## config.mk

```make
export PLATFORM = sky130hd
export DESIGN_NAME = ksl_ctrl
export DESIGN_NICKNAME = d
export VERILOG_FILES = /design/src/sv/ksl_pkg.sv /design/src/sv/ksl_ctrl.sv
export SDC_FILE = /design/constraint.sdc
export NUM_CORES = 1
export LEC_CHECK = 0
export BUFFER_PORTS_ARGS = -buffer_cell sky130_fd_sc_hd__buf_2
export CAP_MARGIN = 5
export CORE_MARGIN = 2
export CORE_UTILIZATION = 45
export DETAILED_ROUTE_END_ITERATION = 12
export PLACE_DENSITY = 0.77
export REMOVE_ABC_BUFFERS = 1
export SKIP_LAST_GASP = 1
export SLEW_MARGIN = 40
export SYNTH_ARGS = -nofsm -noshare
export SYNTH_HDL_FRONTEND = slang
export SYNTH_SLANG_ARGS = --single-unit
```

## constraint.sdc

```tcl
create_clock -name clk -period 2.1 [get_ports clk]
set_input_delay 0.42 -clock clk [delete_from_list [all_inputs] [get_ports clk]]
set_output_delay 0.42 -clock clk [all_outputs]
set_load 0.02 [all_outputs]
```

## src/sv/ksl_pkg.sv

```systemverilog
// Shared types and constants for the keyed sequential list unit.
// No dependencies; used by the controller, the datapath and the top level.
`default_nettype none

package ksl_pkg;

  localparam int KEY_LOW_W  = 64;
  localparam int KEY_MID_W  = 64;
  localparam int KEY_HIGH_W = 32;
  localparam int AMOUNT_W   = 32;
  localparam int COST_W     = 32;
  localparam int POS_W      = 4;
  localparam int ENTRIES_W  = 5;
  localparam int CMD_W      = 2;

  typedef logic [CMD_W-1:0] op_t;

  localparam op_t OP_INSERT = 2'd0;
  localparam op_t OP_REMOVE = 2'd1;
  localparam op_t OP_READ   = 2'd2;

  typedef struct packed {
    logic [KEY_LOW_W-1:0]  key_low;
    logic [KEY_MID_W-1:0]  key_mid;
    logic [KEY_HIGH_W-1:0] key_high;
    logic [AMOUNT_W-1:0]   amount;
    logic [COST_W-1:0]     cost;
  } entry_t;

  typedef enum logic [1:0] {
    RD_POS  = 2'd0,
    RD_IDX  = 2'd1,
    RD_NEXT = 2'd2
  } rd_src_t;

  typedef enum logic {
    WR_APPEND = 1'b0,
    WR_SHIFT  = 1'b1
  } wr_src_t;

  typedef struct packed {
    logic    load_item;
    logic    rd_en;
    rd_src_t rd_src;
    logic    wr_en;
    wr_src_t wr_src;
    logic    idx_clr;
    logic    idx_inc;
    logic    cnt_inc;
    logic    cnt_dec;
    logic    set_ok;
    logic    res_load;
  } ctrl_cmd_t;

  typedef struct packed {
    op_t  op;
    logic cnt_zero;
    logic cnt_full;
    logic pos_ok;
    logic key_hit;
    logic idx_last;
    logic shift_last;
    logic out_busy;
  } dp_status_t;

endpackage

`default_nettype wire

```

## src/sv/ksl_ctrl.sv

```systemverilog
// Controller state machine of the keyed sequential list unit.
// Depends on ksl_pkg; drives ksl_datapath through command and status structs.
`default_nettype none

module ksl_ctrl (
  input  wire                 clk,
  input  wire                 rst,
  input  wire                 in_valid,
  output logic                in_stall,
  input  ksl_pkg::dp_status_t status,
  output ksl_pkg::ctrl_cmd_t  cmd
);

  typedef enum logic [6:0] {
    S_IDLE       = 7'b0000001,
    S_DISPATCH   = 7'b0000010,
    S_SEARCH_RD  = 7'b0000100,
    S_SEARCH_CMP = 7'b0001000,
    S_SHIFT_RD   = 7'b0010000,
    S_SHIFT_WR   = 7'b0100000,
    S_FINISH     = 7'b1000000
  } state_t;

  state_t state;
  state_t state_next;

  always_ff @(posedge clk) begin
    if (rst) begin
      state <= S_IDLE;
    end else begin
      state <= state_next;
    end
  end

  assign in_stall = (state != S_IDLE);

  always_comb begin
    state_next = state;
    cmd        = '0;
    cmd.rd_src = ksl_pkg::RD_POS;
    cmd.wr_src = ksl_pkg::WR_APPEND;
    unique case (state)
      S_IDLE: begin
        if (in_valid) begin
          cmd.load_item = 1'b1;
          state_next    = S_DISPATCH;
        end
      end
      S_DISPATCH: begin
        state_next = S_FINISH;
        case (status.op)
          ksl_pkg::OP_INSERT: begin
            if (!status.cnt_full) begin
              cmd.wr_en   = 1'b1;
              cmd.wr_src  = ksl_pkg::WR_APPEND;
              cmd.cnt_inc = 1'b1;
              cmd.set_ok  = 1'b1;
            end
          end
          ksl_pkg::OP_REMOVE: begin
            if (!status.cnt_zero) begin
              cmd.idx_clr = 1'b1;
              state_next  = S_SEARCH_RD;
            end
          end
          ksl_pkg::OP_READ: begin
            if (status.pos_ok) begin
              cmd.rd_en  = 1'b1;
              cmd.rd_src = ksl_pkg::RD_POS;
              cmd.set_ok = 1'b1;
            end
          end
          default: begin
            state_next = S_FINISH;
          end
        endcase
      end
      S_SEARCH_RD: begin
        cmd.rd_en  = 1'b1;
        cmd.rd_src = ksl_pkg::RD_IDX;
        state_next = S_SEARCH_CMP;
      end
      S_SEARCH_CMP: begin
        priority if (status.key_hit && status.idx_last) begin
          cmd.cnt_dec = 1'b1;
          cmd.set_ok  = 1'b1;
          state_next  = S_FINISH;
        end else if (status.key_hit) begin
          state_next = S_SHIFT_RD;
        end else if (status.idx_last) begin
          state_next = S_FINISH;
        end else begin
          cmd.idx_inc = 1'b1;
          state_next  = S_SEARCH_RD;
        end
      end
      S_SHIFT_RD: begin
        cmd.rd_en  = 1'b1;
        cmd.rd_src = ksl_pkg::RD_NEXT;
        state_next = S_SHIFT_WR;
      end
      S_SHIFT_WR: begin
        cmd.wr_en   = 1'b1;
        cmd.wr_src  = ksl_pkg::WR_SHIFT;
        cmd.idx_inc = 1'b1;
        if (status.shift_last) begin
          cmd.cnt_dec = 1'b1;
          cmd.set_ok  = 1'b1;
          state_next  = S_FINISH;
        end else begin
          state_next = S_SHIFT_RD;
        end
      end
      S_FINISH: begin
        if (!status.out_busy) begin
          cmd.res_load = 1'b1;
          state_next   = S_IDLE;
        end
      end
      default: begin
        state_next = S_IDLE;
      end
    endcase
  end

endmodule

`default_nettype wire

```

## Word level (Yosys, flattened, before mapping)

Cells that the tools add are included.

| operators by class | value |
|---|---|
| equal/unequal tests | 12 |
| reductions and logical operators | 3 |
| muxes and demuxes | 35 |

Operators with widths:

| cell | count |
|---|---|
| $mux 7 | 8 |
| $pmux 7 s7 | 1 |
| $mux 1 | 14 |
| $pmux 3 s3 | 1 |
| $mux 2 | 4 |
| $eq 7x1->1 const B | 1 |
| $eq 7x2->1 const B | 1 |
| $eq 7x3->1 const B | 1 |
| $eq 7x4->1 const B | 1 |
| $eq 7x5->1 const B | 1 |
| $eq 7x6->1 const B | 1 |
| $eq 7x7->1 const B | 1 |
| $ne 7x1->1 const B | 1 |
| $mux 3 | 2 |
| $pmux 1 s2 | 3 |
| $ne 2x2->1 const B | 2 |
| $pmux 2 s2 | 1 |
| $pmux 1 s3 | 1 |
| $eq 2x1->1 const B | 1 |
| $eq 2x2->1 const B | 1 |
| $logic_not 2->1 | 1 |
| $reduce_and 2->1 | 1 |
| $logic_and 1x1->1 | 1 |

| storage, ports and cells | value |
|---|---|
| output and inout bits | 13 |
| input port bits | 12 |
| register bits | 7 |

## Depth between registers and ports, before layout

| logic depth | value |
|---|---|
| word-level depth | 4 |
| mapped depth | 4 |
| mapped depth without buffers | 3 |

## Worst setup path after synthesis

Ideal clock, no wire load.

| timing path | value |
|---|---|
| path type | reg2out |
| start point | reg state[4] |
| end point | out cmd[7] in the netlist's numbering |
| arrival | 1532 ps |
| path slack | 148 ps |
| buffers on the path | 1 |
| data required time | 1680 ps |
| stages on the path, launching flop included | 5 |
| cell sequence | dfxtp_1 > buf_4 > nor3_1 > nand4b_1 > o31ai_1 |

RTL lines:

| what | RTL line | RTL |
|---|---|---|
| from (decl) | ksl_ctrl.sv:24 | `state_t state;` |
| from (signal assigned) | ksl_ctrl.sv:31 | `state <= state_next;` |
| to (decl) | ksl_ctrl.sv:11 | `output ksl_pkg::ctrl_cmd_t cmd` |

==> out/metrics.yaml <==
outcome: "finished, violations left"
failed_checks: "setup timing"
crit_path_cell_trace: "or3_4 > or4b_4 > nand2_4 > buf_6"
synth_seq_area_share: 0.2398
placementRows: 12
syn_avg_cell_area_um2: 8.347
drt-vias-per-instance: 5.940
fin_crit_ns: 2.134
synthTopCellsByArea: "dfxtp_1, nor4b_4, nand3_1"
worst_pin_slew_ns: 0.3804
maxSlewViolCount: 0
peakVddDrop_v: 0.0002822
p_leak_nw: 0.3843
synthAdderAreaFrac: 0
drive_gt1_frac: 0.4660
die_w_um: 40.04
coreArea_mm2: 0.001156
synthXorXnorAreaFrac: 0.02998
reg2reg_depth: 4
setup_ws_ns: -0.03399
yosysTopAreaCell: "dfxtp_1"
grt_overflow_total: 0
rsz0062_at_grt: "true"
area_growth_syn_to_layout_pct: 39.61
n_fill_cell: 92
worst-path-max-fanout: 8
critPathKind: "reg2out"
wire_per_inst_um: 13.62
cts_tree: "yes"
crit_path_end: "cmd[4]"
gp_congestion: 0.7617
clkTransAtPathRegs_ns: 0.06
clock_latency_ns: 0.25
path_buf_inv: 1
setup_viol_count_final: 1
hold_violations: 0
cpMaxStageDelayCell: "or4b_4"
yosysWarnings: 0
timing.fmax_mhz: 468.6
pre_cts_slack_ns: 0.1824
utilization: 0.7056
initial_utilization: 0.5054
hpwl_mm: 1.160
cp.required_ns: 1.68
die_height_um: 40.04
reg.largest.list: "state x7"
synth_top_family_by_area: "simple AND/OR/NAND/NOR gates"
fin_crit_sh: 1.016
ant_nets: 0
drc_errors: 0
grt_pass1_wl_mm: 2.352
end_kind: "primary output"
ys_types: 37
diodes: 0
finalPower_mw: 0.3662
grt_use_total: 0.2181
regMostFlops: "state"
grt_pass1_vias: 562
max-slew-margin-rel: 0.7441
first_pass_iters: 4
io_pins: 25
critical_path.startpoint: "state[1]"
hold_class: "in2reg"
detail_route.wirelength_mm: 1.593
cpPeakStageDelay_ns: 0.52
cts_root_buffer: "clkbuf_4"
cp-start-kind: "flop"
synth_cells: 70
grt_max_degree: 9
skew_ns: 0.0006287
powerDensity_mw_per_mm2: 448.8
die-area_mm2: 0.001603
r2r_slack_ns: 0.53
antenna_found_initial: 0
worstReg2RegStart: "state[1]"
synth_area_um2: 584.3
routed-via-count: 695
clockBufferDepth: 2
crit_arrival_ns: 1.71
critical-path-top-delay-family: "simple AND/OR/NAND/NOR gates"
worst_r2r_endpoint: "state[2]"
synth_simple_gate_area_frac: 0.5203
final_nets: 116
ys_ff_latch: 7
numCtsBuffers: 3
numPortBuffers: 24
synth_top_area_frac: 0.2398
drv_cap: 0
htree_levels: 1
largest_reg_flops: 7
fin_tns_setup_ns: -0.03399
clock-sinks: 7
critical_path_depth: 4
synth_mux_area_frac: 0
synth_compound_area_frac: 0.1520
hold_slack_ns: 0.4015
drt_iter0_markers: 16
cells in the mapped netlist:
library cell and instances:
a41oi_1 1, or3b_2 2, buf_6 1, buf_4 1, or3_4 1, nand2_1 4
nor4b_1 2, and2b_2 1, o21ai_0 2, a21oi_1 1, nand3b_1 1, nor3b_1 2
nor2b_1 1, nor4b_4 1, dfxtp_1 7, nand4_1 3, o21a_1 1, nor3_2 1
and2_1 1, and3_1 3, a32oi_1 1, nor4_1 1, o2111ai_1 1, o22ai_1 1
xor2_1 2, o31ai_1 2, a21oi_2 1, nor4b_2 1, and4_1 1, inv_1 4
nor2_1 5, nand3_1 4, a41o_1 1, or4b_4 1, or4_1 1, nand4b_1 2
nor3_1 4
cell usage in the layout, fill, tap and decap left out, types with 3 or more instances in the layout:
| cell | count |
|---|---|
| nor3_1 | 3 |
| clkbuf_4 | 3 |
| nand4_1 | 3 |
| nand3_1 | 4 |
| buf_2 | 23 |
| inv_1 | 4 |
| nand2_1 | 3 |
| and3_1 | 3 |
| nor2_1 | 5 |
| dfxtp_1 | 4 |
| buf_4 | 7 |
through the flow:
step                instances  area, um^2
floorplan                  68       565.5
global placement          110       733.2
detailed placement        110       733.2
CTS                       115       780.7
global route              117       815.8
finish                    117       815.8
cell families after synthesis:
kind of cell	after synthesis
xor+xnor	2
simple gates	43
compound gates	12
flops	7
buf+inv	6
what timing repair did:
item | CTS | global route
hold buffers | 0 | 0
gates cloned | 0 | 0
resized for setup | 6 | 4
setup buffers | 1 | 2
pin swaps | 1 | 1
setup endpoints to repair | 1 | 7
routing by layer:
metal  track usage  up-vias  wire [um]
met5             0        -          0
met4       0.07759        0         10
met3       0.03333        2        102
met2        0.3992       30        753
met1        0.2508      323        727
li1              -      340          -
power by group:
part	switching, mW	leakage [nW]	total, mW	internal [mW]
clock network	0.0539	0.0150	0.127	0.0728
registers	0.00549	0.0586	0.143	0.137
logic	0.0498	0.311	0.0965	0.0467
total	0.109	0.384	0.366	0.257
area by class of cell:
cell class / count / area (um^2) / share of cell area
well taps: 14 / 17.52 / 0.02147
clock buffers: 4 / 26.28 / 0.03221
multi-input cells: 57 / 431.7 / 0.5291
inverters: 4 / 15.01 / 0.01840
repair buffers: 31 / 178.9 / 0.2193
flip-flops and latches: 7 / 146.4 / 0.1794
worst min-delay path by stage:
stage	start	end	slack (ns)	depth (start not counted)
6_report	rst	state[2]	0.40	2
5_1_grt	rst	state[2]	0.41	2
4_1_cts	rst	state[2]	0.40	2
3_5_place_dp	state[0]	state[2]	0.66	3
3_3_place_gp	state[3]	state[4]	0.64	3
2_1_floorplan	rst	state[2]	0.48	1
No activity file was read; power rests on OpenSTA's default activity.
